### config.mk
export PLATFORM = sky130hd
export DESIGN_NAME = dctcp_window_update_top
export DESIGN_NICKNAME = d
export VERILOG_FILES = /design/src/dwu_pkg.sv /design/src/dwu_ctrl.sv /design/src/dwu_datapath.sv /design/src/dctcp_window_update_top.sv
export VERILOG_INCLUDE_DIRS = /design/src /design/src/src
export SDC_FILE = /design/constraint.sdc
export NUM_CORES = 2
export LEC_CHECK = 0
export ABC_CLOCK_PERIOD_IN_PS = 16800
export BUFFER_PORTS_ARGS = -buffer_cell sky130_fd_sc_hd__clkbuf_2
export CELL_PAD_IN_SITES_DETAIL_PLACEMENT = 1
export CELL_PAD_IN_SITES_GLOBAL_PLACEMENT = 1
export CORE_AREA = 2 2 381 383
export CTS_CLUSTER_DIAMETER = 200
export DETAILED_ROUTE_END_ITERATION = 8
export DIE_AREA = 0 0 383 385
export GPL_TIMING_DRIVEN = 0
export PLACE_DENSITY_LB_ADDON = 0.1
export SYNTH_ARGS = -nofsm -noshare
export SYNTH_HDL_FRONTEND = slang
export SYNTH_HIERARCHICAL = 1
export SYNTH_SLANG_ARGS = --single-unit
### constraint.sdc
create_clock -name i_clk -period 16.8 [get_ports i_clk]
set_clock_uncertainty 0.05 [all_clocks]
set_input_delay 4.2 -clock i_clk [delete_from_list [all_inputs] [get_ports i_clk]]
set_output_delay 4.2 -clock i_clk [all_outputs]
set_load 0.01 [all_outputs]
### src/dctcp_window_update_top_macros.svh
// Assertion macros shared by the DCTCP window update block.
// Needs i_clk and i_rst_n in the scope of each use.
`ifndef DCTCP_WINDOW_UPDATE_TOP_MACROS_SVH
`define DCTCP_WINDOW_UPDATE_TOP_MACROS_SVH

// same-cycle implication
`define DWU_ASSERT_IMP(lbl, ante, cons, msg) \
    lbl: assert property (@(posedge i_clk) disable iff (!i_rst_n) (ante) |-> (cons)) \
        else $error(msg);

// next-cycle implication
`define DWU_ASSERT_NXT(lbl, ante, cons, msg) \
    lbl: assert property (@(posedge i_clk) disable iff (!i_rst_n) (ante) |=> (cons)) \
        else $error(msg);

`endif

### src/dwu_pkg.sv
// Package for the DCTCP window update block: field widths, register indexes,
// reset values and the command/status types between controller and datapath.
`timescale 1ns / 1ps

package dwu_pkg;

    localparam int WIN_W      = 32;
    localparam int SEG_W      = 16;
    localparam int CNT_W      = 16;
    localparam int SEL_W      = 3;
    localparam int CFG_ADDR_W = 2;
    localparam int CFG_DATA_W = 32;
    localparam int IN_DATA_W  = 64;
    localparam int IN_USER_W  = 5;

    localparam logic [CFG_ADDR_W-1:0] CFG_SEG_SIZE    = 2'd0;
    localparam logic [CFG_ADDR_W-1:0] CFG_MAX_WINDOW  = 2'd1;
    localparam logic [CFG_ADDR_W-1:0] CFG_INIT_MARK   = 2'd2;

    localparam logic [SEG_W-1:0] SEG_SIZE_RST   = 16'd1436;
    localparam logic [WIN_W-1:0] MAX_WINDOW_RST = 32'hFFFF_FFFF;
    localparam logic [WIN_W-1:0] INIT_MARK_RST  = 32'd2872;

    typedef struct packed {
        logic load;
        logic read;
        logic step;
        logic test;
        logic div_step;
        logic alpha;
        logic mul;
        logic clamp;
        logic write;
    } t_dwu_cmd;

    typedef struct packed {
        logic need_update;
        logic div_last;
        logic alpha_nz;
    } t_dwu_sts;

endpackage

### src/dwu_ctrl.sv
// Controller state machine for the DCTCP window update block.
// Uses dwu_pkg command/status types and the assertion macros header.
`timescale 1ns / 1ps
`include "dctcp_window_update_top_macros.svh"

module dwu_ctrl (
    input  logic             i_clk,
    input  logic             i_rst_n,
    input  logic             i_in_valid,
    output logic             o_in_ready,
    output logic             o_out_valid,
    input  logic             i_out_ready,
    input  dwu_pkg::t_dwu_sts i_sts,
    output dwu_pkg::t_dwu_cmd o_cmd
);

    typedef enum logic [3:0] {
        S_IDLE,
        S_READ,
        S_STEP,
        S_TEST,
        S_DIV,
        S_ALPHA,
        S_MUL,
        S_CLAMP,
        S_WRITE
    } t_state;

    t_state r_state;
    logic   r_in_ready;
    logic   r_out_valid;
    logic   slot_free;

    assign slot_free   = !r_out_valid || i_out_ready;
    assign o_in_ready  = r_in_ready;
    assign o_out_valid = r_out_valid;

    always_comb begin
        o_cmd          = '0;
        o_cmd.load     = (r_state == S_IDLE) && r_in_ready && i_in_valid;
        o_cmd.read     = (r_state == S_READ);
        o_cmd.step     = (r_state == S_STEP);
        o_cmd.test     = (r_state == S_TEST);
        o_cmd.div_step = (r_state == S_DIV);
        o_cmd.alpha    = (r_state == S_ALPHA);
        o_cmd.mul      = (r_state == S_MUL);
        o_cmd.clamp    = (r_state == S_CLAMP);
        o_cmd.write    = (r_state == S_WRITE) && slot_free;
    end

    always_ff @(posedge i_clk) begin
        if (!i_rst_n) begin
            r_state     <= S_IDLE;
            r_in_ready  <= 1'b1;
            r_out_valid <= 1'b0;
        end else begin
            if (o_cmd.write) begin
                r_out_valid <= 1'b1;
            end else if (i_out_ready) begin
                r_out_valid <= 1'b0;
            end
            unique case (r_state)
                S_IDLE: begin
                    if (r_in_ready && i_in_valid) begin
                        r_state    <= S_READ;
                        r_in_ready <= 1'b0;
                    end
                end
                S_READ:  r_state <= S_STEP;
                S_STEP:  r_state <= S_TEST;
                S_TEST:  r_state <= i_sts.need_update ? S_DIV : S_WRITE;
                S_DIV: begin
                    if (i_sts.div_last) begin
                        r_state <= S_ALPHA;
                    end
                end
                S_ALPHA: r_state <= S_MUL;
                S_MUL:   r_state <= i_sts.alpha_nz ? S_CLAMP : S_WRITE;
                S_CLAMP: r_state <= S_WRITE;
                S_WRITE: begin
                    if (slot_free) begin
                        r_in_ready <= 1'b1;
                        r_state    <= S_IDLE;
                    end
                end
                default: r_state <= S_IDLE;
            endcase
        end
    end

    `DWU_ASSERT_NXT(a_single_item, o_cmd.load, !o_in_ready, "second item taken while busy")
    `DWU_ASSERT_NXT(a_no_update_path,
        (r_state == S_TEST) && !i_sts.need_update, r_state == S_WRITE,
        "ack without update did not go to write")
    `DWU_ASSERT_NXT(a_div_exit,
        (r_state == S_DIV) && i_sts.div_last, r_state == S_ALPHA,
        "divider did not hand over to alpha step")
    `DWU_ASSERT_NXT(a_result_posted, o_cmd.write, o_out_valid && o_in_ready,
        "result not posted after state write")
    `DWU_ASSERT_IMP(a_ready_idle, o_in_ready, r_state == S_IDLE, "ready outside idle")

endmodule

### src/dwu_datapath.sv
// Datapath for the DCTCP window update block: config registers, per-slice
// state memories, bit-serial divider, alpha filter, window scaling, result.
// Uses dwu_pkg constants and types.
`timescale 1ns / 1ps

module dwu_datapath #(
    parameter int SLICES          = 8,
    parameter int ALPHA_FRAC_BITS = 16,
    parameter int AW              = ALPHA_FRAC_BITS + 1,
    parameter int OUT_DW          = ((2 * dwu_pkg::WIN_W + AW + 7) / 8) * 8
) (
    input  logic                           i_clk,
    input  logic                           i_rst_n,
    input  logic                           i_cfg_we,
    input  logic [dwu_pkg::CFG_ADDR_W-1:0] i_cfg_addr,
    input  logic [dwu_pkg::CFG_DATA_W-1:0] i_cfg_wdata,
    input  logic                           i_kind,
    input  logic [dwu_pkg::SEL_W-1:0]      i_slice_sel,
    input  logic                           i_ecn_mark,
    input  logic [dwu_pkg::WIN_W-1:0]      i_cur_window,
    input  logic [dwu_pkg::WIN_W-1:0]      i_cur_thresh,
    input  dwu_pkg::t_dwu_cmd              i_cmd,
    output dwu_pkg::t_dwu_sts              o_sts,
    output logic [OUT_DW-1:0]              o_out_data,
    output logic                           o_out_updated
);

    localparam int FB     = ALPHA_FRAC_BITS;
    localparam int SW     = (SLICES > 1) ? $clog2(SLICES) : 1;
    localparam int DCW    = $clog2(FB);
    localparam int SCL_W  = FB + 2;
    localparam int PROD_W = dwu_pkg::WIN_W + SCL_W;
    localparam int WW     = dwu_pkg::WIN_W;
    localparam int CW     = dwu_pkg::CNT_W;
    localparam logic [AW-1:0]    ALPHA_ONE = AW'(1) << FB;
    localparam logic [SCL_W-1:0] SCALE_TWO = SCL_W'(1) << (FB + 1);

    // config
    logic [dwu_pkg::SEG_W-1:0] r_seg;
    logic [WW-1:0]             r_max_win;
    logic [WW-1:0]             r_init_mark;

    // per-slice state
    logic [AW-1:0] r_mem_alpha  [SLICES];
    logic [CW-1:0] r_mem_seen   [SLICES];
    logic [CW-1:0] r_mem_marked [SLICES];
    logic [WW-1:0] r_mem_last   [SLICES];
    logic [SLICES-1:0] r_cnt_vld;
    logic [SLICES-1:0] r_win_vld;

    // item working registers
    logic          r_kind;
    logic          r_ecn;
    logic [SW-1:0] r_idx;
    logic [WW-1:0] r_win;
    logic [WW-1:0] r_thr;
    logic [AW-1:0] r_alpha;
    logic [CW-1:0] r_seen;
    logic [CW-1:0] r_marked;
    logic [WW-1:0] r_last;
    logic [WW-1:0] r_cmp_prod;
    logic          r_upd;
    logic [CW-1:0] r_rem;
    logic [FB-1:0] r_quo;
    logic [DCW-1:0] r_div_cnt;
    logic          r_f_cap;
    logic [PROD_W-1:0] r_prod;
    logic [OUT_DW-1:0] r_out_data;
    logic          r_out_upd;

    logic [CW-1:0]    seen_inc;
    logic [CW-1:0]    marked_inc;
    logic [WW-1:0]    loss_half;
    logic [WW-1:0]    loss_floor;
    logic [CW:0]      rem2;
    logic             rem_ge;
    logic [AW-1:0]    f_val;
    logic [AW+3:0]    alpha_sum;
    logic [AW-1:0]    alpha_new;
    logic [SCL_W-1:0] scale;
    logic [WW-1:0]    scaled;
    logic [WW-1:0]    seg_ext;
    logic [WW-1:0]    clamped;

    function automatic logic [SW-1:0] f_slice(input logic [dwu_pkg::SEL_W-1:0] sel);
        logic [6:0] v;
        v = 7'(sel);
        for (int i = 0; i < 8; i++) begin
            if (v >= 7'(SLICES)) begin
                v = v - 7'(SLICES);
            end
        end
        return v[SW-1:0];
    endfunction

    always_comb begin
        seen_inc   = (r_seen != {CW{1'b1}}) ? r_seen + CW'(1) : r_seen;
        marked_inc = (r_ecn && (r_marked != {CW{1'b1}})) ? r_marked + CW'(1) : r_marked;
        loss_half  = r_win >> 1;
        loss_floor = WW'({r_seg, 1'b0});
        rem2       = {r_rem, 1'b0};
        rem_ge     = rem2 >= {1'b0, r_seen};
        f_val      = r_f_cap ? ALPHA_ONE : AW'(r_quo);
        alpha_sum  = {r_alpha, 4'b0000} - (AW + 4)'(r_alpha) + (AW + 4)'(f_val);
        alpha_new  = (alpha_sum[AW+3:4] > ALPHA_ONE) ? ALPHA_ONE : alpha_sum[AW+3:4];
        scale      = SCALE_TWO - SCL_W'(r_alpha);
        scaled     = r_prod[FB+1 +: WW];
        seg_ext    = WW'(r_seg);
        if (scaled < seg_ext) begin
            clamped = seg_ext;
        end else if (scaled > r_max_win) begin
            clamped = r_max_win;
        end else begin
            clamped = scaled;
        end
    end

    assign o_sts.need_update = !r_kind && (r_cmp_prod >= r_last);
    assign o_sts.div_last    = (r_div_cnt == DCW'(FB - 1));
    assign o_sts.alpha_nz    = (r_alpha != '0);
    assign o_out_data        = r_out_data;
    assign o_out_updated     = r_out_upd;

    always_ff @(posedge i_clk) begin
        if (!i_rst_n) begin
            r_seg       <= dwu_pkg::SEG_SIZE_RST;
            r_max_win   <= dwu_pkg::MAX_WINDOW_RST;
            r_init_mark <= dwu_pkg::INIT_MARK_RST;
            r_cnt_vld   <= '0;
            r_win_vld   <= '0;
        end else begin
            if (i_cfg_we) begin
                unique case (i_cfg_addr)
                    dwu_pkg::CFG_SEG_SIZE:   r_seg     <= i_cfg_wdata[dwu_pkg::SEG_W-1:0];
                    dwu_pkg::CFG_MAX_WINDOW: r_max_win <= i_cfg_wdata[WW-1:0];
                    dwu_pkg::CFG_INIT_MARK: begin
                        r_init_mark <= i_cfg_wdata[WW-1:0];
                        r_win_vld   <= '0;
                    end
                    default: ;
                endcase
            end
            if (i_cmd.write) begin
                r_cnt_vld[r_idx] <= 1'b1;
                r_win_vld[r_idx] <= 1'b1;
            end
        end
    end

    always_ff @(posedge i_clk) begin
        if (i_cmd.load) begin
            r_kind <= i_kind;
            r_ecn  <= i_ecn_mark;
            r_idx  <= f_slice(i_slice_sel);
            r_win  <= i_cur_window;
            r_thr  <= i_cur_thresh;
        end
        if (i_cmd.read) begin
            r_alpha  <= r_cnt_vld[r_idx] ? r_mem_alpha[r_idx]  : '0;
            r_seen   <= r_cnt_vld[r_idx] ? r_mem_seen[r_idx]   : '0;
            r_marked <= r_cnt_vld[r_idx] ? r_mem_marked[r_idx] : '0;
            r_last   <= r_win_vld[r_idx] ? r_mem_last[r_idx]   : r_init_mark;
        end
        if (i_cmd.step) begin
            if (r_kind) begin
                r_seen   <= '0;
                r_marked <= '0;
                r_thr    <= (loss_half > loss_floor) ? loss_half : loss_floor;
                r_last   <= r_win;
            end else begin
                r_seen   <= seen_inc;
                r_marked <= marked_inc;
                if (r_ecn && (r_thr > r_win)) begin
                    r_thr <= r_win;
                end
            end
            r_cmp_prod <= WW'(seen_inc) * WW'(r_seg);
        end
        if (i_cmd.test) begin
            r_upd     <= o_sts.need_update;
            r_rem     <= r_marked;
            r_quo     <= '0;
            r_div_cnt <= '0;
            r_f_cap   <= r_marked >= r_seen;
        end
        if (i_cmd.div_step) begin
            r_rem     <= rem_ge ? CW'(rem2 - {1'b0, r_seen}) : rem2[CW-1:0];
            r_quo     <= {r_quo[FB-2:0], rem_ge};
            r_div_cnt <= r_div_cnt + DCW'(1);
        end
        if (i_cmd.alpha) begin
            r_alpha  <= alpha_new;
            r_seen   <= '0;
            r_marked <= '0;
            r_last   <= r_win;
        end
        if (i_cmd.mul) begin
            r_prod <= PROD_W'(r_win) * PROD_W'(scale);
        end
        if (i_cmd.clamp) begin
            r_win  <= clamped;
            r_thr  <= clamped;
            r_last <= clamped;
        end
        if (i_cmd.write) begin
            r_mem_alpha[r_idx]  <= r_alpha;
            r_mem_seen[r_idx]   <= r_seen;
            r_mem_marked[r_idx] <= r_marked;
            r_mem_last[r_idx]   <= r_last;
            r_out_data          <= OUT_DW'({r_alpha, r_thr, r_win});
            r_out_upd           <= r_upd;
        end
    end

endmodule

### src/dctcp_window_update_top.sv
// DCTCP window update block, top level: stream ports and config write port.
// Instantiates dwu_ctrl and dwu_datapath; uses dwu_pkg.
//
// Input stream s_axis: one ack or loss event per item. Output stream m_axis:
// one result per item with the new window, threshold, alpha and update flag.
// Config: i_cfg_we with i_cfg_addr (0 segment size, 1 max window,
// 2 initial window mark) and i_cfg_wdata; write only while idle. Writing the
// initial window mark also resets every slice's stored window.
// One item is in work at a time. An ack that does not close a window and a
// loss post their result after the read, step, test and write states; an
// ack that closes a window also passes through the divider, alpha, multiply
// and clamp states, skipping clamp when alpha stays zero. The divider for
// marked/seen gives one quotient bit per cycle. The block becomes ready for
// the next item as the result is posted.
// The result sits in an output register: a stalled receiver does not block
// the next item, but the item after that waits until the register drains.
// Reset is synchronous, active low: per-slice state reads as reset values at
// once through valid bits, with no clearing pass; the block is ready at once.
`timescale 1ns / 1ps

module dctcp_window_update_top #(
    parameter int SLICES          = 8,
    parameter int ALPHA_FRAC_BITS = 16
) (
    input  logic                              i_clk,
    input  logic                              i_rst_n,
    input  logic                              i_cfg_we,
    input  logic [dwu_pkg::CFG_ADDR_W-1:0]    i_cfg_addr,
    input  logic [dwu_pkg::CFG_DATA_W-1:0]    i_cfg_wdata,
    input  logic                              s_axis_tvalid,
    output logic                              s_axis_tready,
    // cur_window, cur_thresh
    input  logic [dwu_pkg::IN_DATA_W-1:0]     s_axis_tdata,
    // kind, slice_sel, ecn_mark
    input  logic [dwu_pkg::IN_USER_W-1:0]     s_axis_tuser,
    output logic                              m_axis_tvalid,
    input  logic                              m_axis_tready,
    // new_window, new_thresh, alpha_out, zero fill
    output logic [((2 * dwu_pkg::WIN_W + ALPHA_FRAC_BITS + 8) / 8) * 8 - 1:0] m_axis_tdata,
    // window_updated
    output logic [0:0]                        m_axis_tuser
);

    localparam int AW     = ALPHA_FRAC_BITS + 1;
    localparam int OUT_DW = ((2 * dwu_pkg::WIN_W + AW + 7) / 8) * 8;

    dwu_pkg::t_dwu_cmd cmd;
    dwu_pkg::t_dwu_sts sts;

    dwu_ctrl u_ctrl (
        .i_clk       (i_clk),
        .i_rst_n     (i_rst_n),
        .i_in_valid  (s_axis_tvalid),
        .o_in_ready  (s_axis_tready),
        .o_out_valid (m_axis_tvalid),
        .i_out_ready (m_axis_tready),
        .i_sts       (sts),
        .o_cmd       (cmd)
    );

    dwu_datapath #(
        .SLICES          (SLICES),
        .ALPHA_FRAC_BITS (ALPHA_FRAC_BITS),
        .AW              (AW),
        .OUT_DW          (OUT_DW)
    ) u_datapath (
        .i_clk         (i_clk),
        .i_rst_n       (i_rst_n),
        .i_cfg_we      (i_cfg_we),
        .i_cfg_addr    (i_cfg_addr),
        .i_cfg_wdata   (i_cfg_wdata),
        .i_kind        (s_axis_tuser[0]),
        .i_slice_sel   (s_axis_tuser[3:1]),
        .i_ecn_mark    (s_axis_tuser[4]),
        .i_cur_window  (s_axis_tdata[31:0]),
        .i_cur_thresh  (s_axis_tdata[63:32]),
        .i_cmd         (cmd),
        .o_sts         (sts),
        .o_out_data    (m_axis_tdata),
        .o_out_updated (m_axis_tuser[0])
    );

endmodule
Yosys cells after proc, flatten, opt, wreduce, memory -nomap -nowiden
Memory sizes are Yosys's and may differ from the RTL's. A register that Yosys moved wholly into a read port is not among the register bits.
Cells that the tools add are included.
Storage, ports and cells
  bits in registers: 453
  memory bits (writable): 648
  input bits: 108
  output and inout bits: 91
  logic and storage cells: 159
  memories kept: 4
Cells by class
  add/subtract/negate cells: 7
  multiply operators: 2
  $lt $le $gt $ge: 10
  eq/ne operators: 17
  muxes and demuxes: 65
  bitwise operators: 2
  reduce and logical (&&, ||, !) cells: 26
Memories
  u_datapath.r_mem_last: words 8, width 32, read ports 1, clocked after Yosys merged registers in 1, write ports 1, RTL line dwu_datapath.sv:47  | logic [WW-1:0] r_mem_last [SLICES];
  u_datapath.r_mem_alpha: words 8, width 17, read ports 1, clocked after Yosys merged registers in 1, write ports 1, RTL line dwu_datapath.sv:44  | logic [AW-1:0] r_mem_alpha [SLICES];
  u_datapath.r_mem_marked: words 8, width 16, read ports 1, clocked after Yosys merged registers in 1, write ports 1, RTL line dwu_datapath.sv:46  | logic [CW-1:0] r_mem_marked [SLICES];
  u_datapath.r_mem_seen: words 8, width 16, read ports 1, clocked after Yosys merged registers in 1, write ports 1, RTL line dwu_datapath.sv:45  | logic [CW-1:0] r_mem_seen [SLICES];
Operator list (count)
  two-way mux 32 bit: 15
  two-way mux 16 bit: 15
  two-way mux 17 bit: 5
  > comparator 32 bit: 2
  multiplier 32 x 18 -> 49 bit: 1
  one-hot mux 4 bit (9 select lines): 1
  adder 16 x 1 -> 16 bit, second input constant: 2
  >= comparator 32 bit: 1
  less-than comparator 32 x 16 -> 1 bit: 1
  multiplier 16 x 16 -> 32 bit: 1
  two-way mux 8 bit: 4
  != test 16 bit, second input constant: 2
  > comparator 31 x 17 -> 1 bit: 1
  two-way mux 31 bit: 1
  two-way mux 4 bit: 7
  adder 21 x 17 -> 21 bit: 1
  subtractor 21 x 17 -> 21 bit: 1
  subtractor 18 x 17 -> 18 bit, first input constant: 1
  >= comparator 17 x 16 -> 1 bit: 1
  > comparator 17 bit, second input constant: 1
  nonzero test 17 bit: 1
  == test 4 x 3 -> 1 bit, second input constant: 4
  >= comparator 16 bit: 1
  OR 8 bit: 2
  other kinds (25): 57

Longest topological paths before layout
  word-level depth: 8
  gate-level depth with buffers: 31
  mapped depth without buffers: 30

Hierarchy
Netlist, hierarchy kept.
By module, submodules not included
  dwu_datapath: instances 1, cells each 6378, area each 73653.1 µm², sequential area each 30509.3 µm²
  dwu_ctrl: instances 1, cells each 50, area each 397.9 µm², sequential area each 120.1 µm²

Worst setup path before layout
No wires, ideal clock.
  path kind: input port to flip-flop
  start: input port m_axis_tready
  end: memory u_datapath/r_mem_alpha[1][0] (netlist bit), enable pin
  setup time: 0.624 ns
  arrival time: 14.015 ns
  required time: 16.126 ns
  setup slack: 2.111 ns
  stages: 4
  path buffers: 0
  cell sequence: nor2b_1 nor2_1 nand2_1 nor3_1
RTL lines
  start, declared: RTL line dctcp_window_update_top.sv:37  | input logic m_axis_tready,
  end, declared: RTL line dwu_datapath.sv:44

Worst setup path after layout
  start: register u_datapath.r_alpha[2]
  end: register u_datapath.r_prod[48] (data pin)
On the way
  longest elaborated chain between the ends: 2
RTL lines
  start, declared: RTL line dwu_datapath.sv:57  | logic [AW-1:0] r_alpha;
  start signal, assigned: RTL line dwu_datapath.sv:159  | r_alpha <= r_cnt_vld[r_idx] ? r_mem_alpha[r_idx] : '0;
  start signal, assigned: RTL line dwu_datapath.sv:192  | r_alpha <= alpha_new;
  subtractor 18 x 17 -> 18 bit: RTL line dwu_datapath.sv:106  | scale = SCALE_TWO - SCL_W'(r_alpha);
  multiplier 32 x 18 -> 49 bit: RTL line dwu_datapath.sv:198  | r_prod <= PROD_W'(r_win) * PROD_W'(scale);
  end signal, assigned: RTL line dwu_datapath.sv:198
  end, declared: RTL line dwu_datapath.sv:67  | logic [PROD_W-1:0] r_prod;
Every way passes these cells.
A chain may end at the register's enable or synchronous reset.

==> results_tabular.tex <==
\begin{tabular}{lr}
\hline
Metric & Value \\
\hline
\multicolumn{2}{l}{\textbf{Status}} \\
Outcome & finished with violations \\
Violated checks & max-capacitance violations, max-slew violations \\
\multicolumn{2}{l}{\textbf{Floorplanning}} \\
Die span in y & 385 microns \\
Initial Utilization & 51.7\% \\
Row count & 139 \\
Chip Width & 383 microns \\
Placeable core area & 143000 sq um \\
I/O Pins & 199 \\
Floorplan die area & 147000 sq um \\
\multicolumn{2}{l}{\textbf{Clock network}} \\
Clock network latency to the later pin of the worst-skew pair & 0.77 ns \\
Max clock buf depth & 3 \\
Clock root buffer & clkbuf\_16 \\
Clock-pin transition on the worst setup and hold timing paths & 0.07 ns \\
TritonCTS clock tree & built \\
Clock buffers created by TritonCTS & 112 \\
Setup fix buffers added after clock tree synthesis & 0 \\
Post-CTS Hold Buffers & 0 \\
\# H-tree levels & 3 \\
Number of gates resized after cts & 0 \\
Clock tree sinks & 1087 \\
\multicolumn{2}{l}{\textbf{Cells and area}} \\
Share of final-layout standard cells stronger than drive strength 1 & 10.4\% \\
Final std cell area, no fill & 82300 sq um \\
Final std cells w/o fill & 8794 \\
Layout net count & 7990 \\
Area grow syn2layout & 11.2\% \\
\multicolumn{2}{l}{\textbf{Global route}} \\
Vias in the first global route & 56.7k \\
Sum of overflow across all layers after global routing & 0 \\
Total global-route track usage & 34.4\% \\
Largest net degree at the start of global routing & 37 \\
Number of antenna violations at the first check in global routing & 18 \\
Wire length of the first global-routing pass & 370000 microns \\
\multicolumn{2}{l}{\textbf{Drt}} \\
Drt drc & 0 \\
Detailed-route wire length & 250000 microns \\
Post-DR wirelength/cell & 28.4 microns \\
Number of vias after detailed routing & 53.0k \\
Iteration-0 DRC Markers & 5318 \\
Avg Vias per Cell & 6.02 \\
First drt pass iteration count & 6 \\
Count of nets left with antenna violations after detail routing & 0 \\
\multicolumn{2}{l}{\textbf{Placement}} \\
Total placed instance area & 78400 sq um \\
Number of buffers added on ports & 191 \\
RePlAce Congestion & 0.975 \\
DPL Wire Length & 195000 microns \\
Cells after DPL & 8577 \\
\multicolumn{2}{l}{\textbf{Yosys}} \\
Gate Count Post-Synth & 6428 \\
Top\_reg\_cell synth & edfxtp\_1 \\
Number of enable flip-flop cells after synthesis & 886 \\
FF+latch count, synth & 1087 \\
Netlist area before placement & 74100 sq um \\
Yosys Warn Count & 6 \\
Async set-reset flop share out of synthesis & 0\% \\
Post-synthesis area per instance & 11.5 sq um \\
Unique masters post-synth & 90 \\
Sequential fraction of the synthesis area & 41.4\% \\
\multicolumn{2}{l}{\textbf{Critical path}} \\
Critical path type & register to register \\
Capturing element type of the critical path & register \\
Arrival time at the worst endpoint & 11.14 ns \\
Count of cells along the worst register-to-register path & 23 \\
Data required time at the worst endpoint & 17.27 ns \\
Maximum fanout along the worst path & 11 \\
Crit path launch type & register \\
Internal reg-to-reg setup slack & 6.13 ns \\
\multicolumn{2}{l}{\textbf{Min path}} \\
Worst hold path depth & 0 \\
Hold crit path type & register to register \\
\multicolumn{2}{l}{\textbf{STA}} \\
Number of endpoints failing setup at the final stage & 0 \\
Number of endpoints with negative hold slack in the final report & 0 \\
Minimum clock period after layout & 10.67 ns \\
Fin crit share & 63.5\% \\
Worst hold slack across all endpoints & 0.393 ns \\
Final max-slew violation count & 6 \\
Slew at the pin closest to its max-slew limit & 1.58 ns \\
Relative max-transition margin & -6.03\% \\
Maximum clock frequency & 93.7 MHz \\
Setup repair after global routing missed its margin & false \\
\multicolumn{2}{l}{\textbf{Run}} \\
Number of max-cap violations & 2 \\
\hline
\end{tabular}
Yosys cell counts (13+ instances only):
master / count / area share (%)
nand4_1: 40 / 0.34
o211ai_1: 45 / 0.46
nor2_1: 189 / 0.96
a211oi_1: 58 / 0.59
a222oi_1: 13 / 0.18
ha_1: 409 / 6.9
a21boi_0: 40 / 0.41
o221ai_1: 18 / 0.21
buf_1: 18 / 0.091
nor4_1: 17 / 0.14
nor2b_1: 52 / 0.44
fa_1: 685 / 19
nand2_1: 832 / 4.2
o21ai_0: 121 / 0.82
inv_1: 1027 / 5.2
nand2b_1: 25 / 0.21
dfxtp_1: 201 / 5.4
buf_2: 38 / 0.26
nor3_1: 40 / 0.27
edfxtp_1: 886 / 36
xnor2_1: 83 / 0.98
a21o_1: 84 / 0.85
mux2_2: 19 / 0.29
and2_1: 254 / 2.1
xor2_1: 28 / 0.33
a31oi_1: 16 / 0.14
mux4_2: 166 / 5.0
o22ai_1: 83 / 0.70
nand3_1: 52 / 0.35
o2bb2ai_1: 34 / 0.40
and3_1: 21 / 0.18
clkbuf_1: 275 / 1.4
a21oi_1: 231 / 1.6
mux2i_1: 146 / 2.0
o21a_1: 26 / 0.26
final cells by class:
type	count	area, sq um
diodes	5	12.5
plain buffers	347	1410
clock buffers	141	3040
clock inverters	71	897
fillers	14900	60800
inverters	1028	3860
multi-input cells	3972	38300
flip-flops and latches	1087	30600
well taps	1903	2380
repair buffers	240	1830
registers in the layout, indices dropped and copies added, names as in the netlist, 8 cells and up, named ones only:
signal	flops
u_datapath/r_alpha	17
u_datapath/r_last	32
u_datapath/r_mem_last	256
u_datapath/r_thr	32
u_datapath/r_mem_seen	128
u_datapath/r_rem	16
u_datapath/r_mem_alpha	136
u_datapath/r_max_win	32
u_datapath/r_cnt_vld	8
u_datapath/r_win	32
u_datapath/r_quo	16
u_datapath/r_seg	16
u_datapath/r_prod	32
u_datapath/r_init_mark	32
u_datapath/r_marked	16
u_datapath/r_seen	16
u_datapath/r_win_vld	8
u_datapath/r_mem_marked	128
u_datapath/o_out_data	81
u_datapath/r_cmp_prod	32
worst paths after layout:
| path | startpoint | to |
|---|---|---|
| max reg2reg | u_datapath/r_alpha[2] | u_datapath/r_prod[48] |
| min reg2reg | u_datapath/r_upd | u_datapath/o_out_updated |
| max | u_datapath/r_alpha[2] | u_datapath/r_prod[48] |
| min | u_datapath/r_upd | u_datapath/o_out_updated |
layout by cell type (no fill, tap or decap), types with 28 or more instances in the layout:
cell type and instances:
clkinv_2 29, clkbuf_16 114, nor2b_1 52, dfxtp_1 201, inv_1 1027, fa_1 685, a21oi_1 231, xnor2_1 80
buf_2 38, nand4_1 40, nor2_1 180, a21o_1 84, o2bb2ai_1 34, o211ai_1 45, a211oi_1 58, and2_1 254
ha_1 409, o21ai_0 121, mux2i_1 146, nand3_1 52, clkbuf_2 194, clkbuf_1 293, mux4_2 166, xor2_1 28
edfxtp_1 886, o22ai_1 83, nand2_1 832, nor3_1 37, a21boi_0 40
per-layer routing:
layer	share of wire, %	wire, microns	GRT usage, %	vias to the layer above
met1	42	104000	47.9	27800
met2	46	114000	53.8	2347
met5	0.015	38	0	-
li1	-	-	-	22400
met4	4.3	10600	13.2	6
met3	8.5	21100	6.41	443
worst max-delay path: stages (launching register included):
cell,delay [ns]
edfxtp_1,0.75
inv_1,0.34
nand3_1,0.36
nor3_1,0.10
xnor2_1,1.10
clkbuf_1,0.74
nand2_1,0.16
fa_1,0.49
fa_1,0.52
fa_1,0.53
inv_1,0.06
fa_1,0.50
fa_1,0.49
inv_1,0.05
fa_1,0.51
inv_1,0.05
ha_1,0.21
o41ai_1,1.24
a41oi_1,0.45
a31o_2,0.40
o41a_1,0.36
a21oi_1,0.43
o21ai_0,0.20
xnor2_1,0.29
cells by family (layout without fill, tap and decap cells):
group / after synthesis / after routing / share of synthesized area, %
muxes: 333 / 333 / 7.36
DFF: 1087 / 1087 / 41.4
AOI/OAI and AO/OA: 852 / 852 / 7.58
adders and majority gates: 1094 / 1094 / 25.4
and+or+nand+nor: 1574 / 1574 / 9.80
other: 1 / 12 / 0.00506
buffers and inverters: 1375 / 1827 / 7.12
xor gates and xnor gates: 112 / 112 / 1.33
stage by stage:
step            TNS, ns  util (%)  worst slack, ns
4_1_cts               0      57.5             6.16
6_report              0      57.5             6.13
5_1_grt               0      57.5             6.00
3_5_place_dp          0      54.8             6.24
3_3_place_gp   -2619.34      54.1            -7.46
2_1_floorplan         0         -             2.11
Power is left out: the tool's default activity adds up to more than one toggle a clock period on the data nets, which glitch-free logic cannot reach.
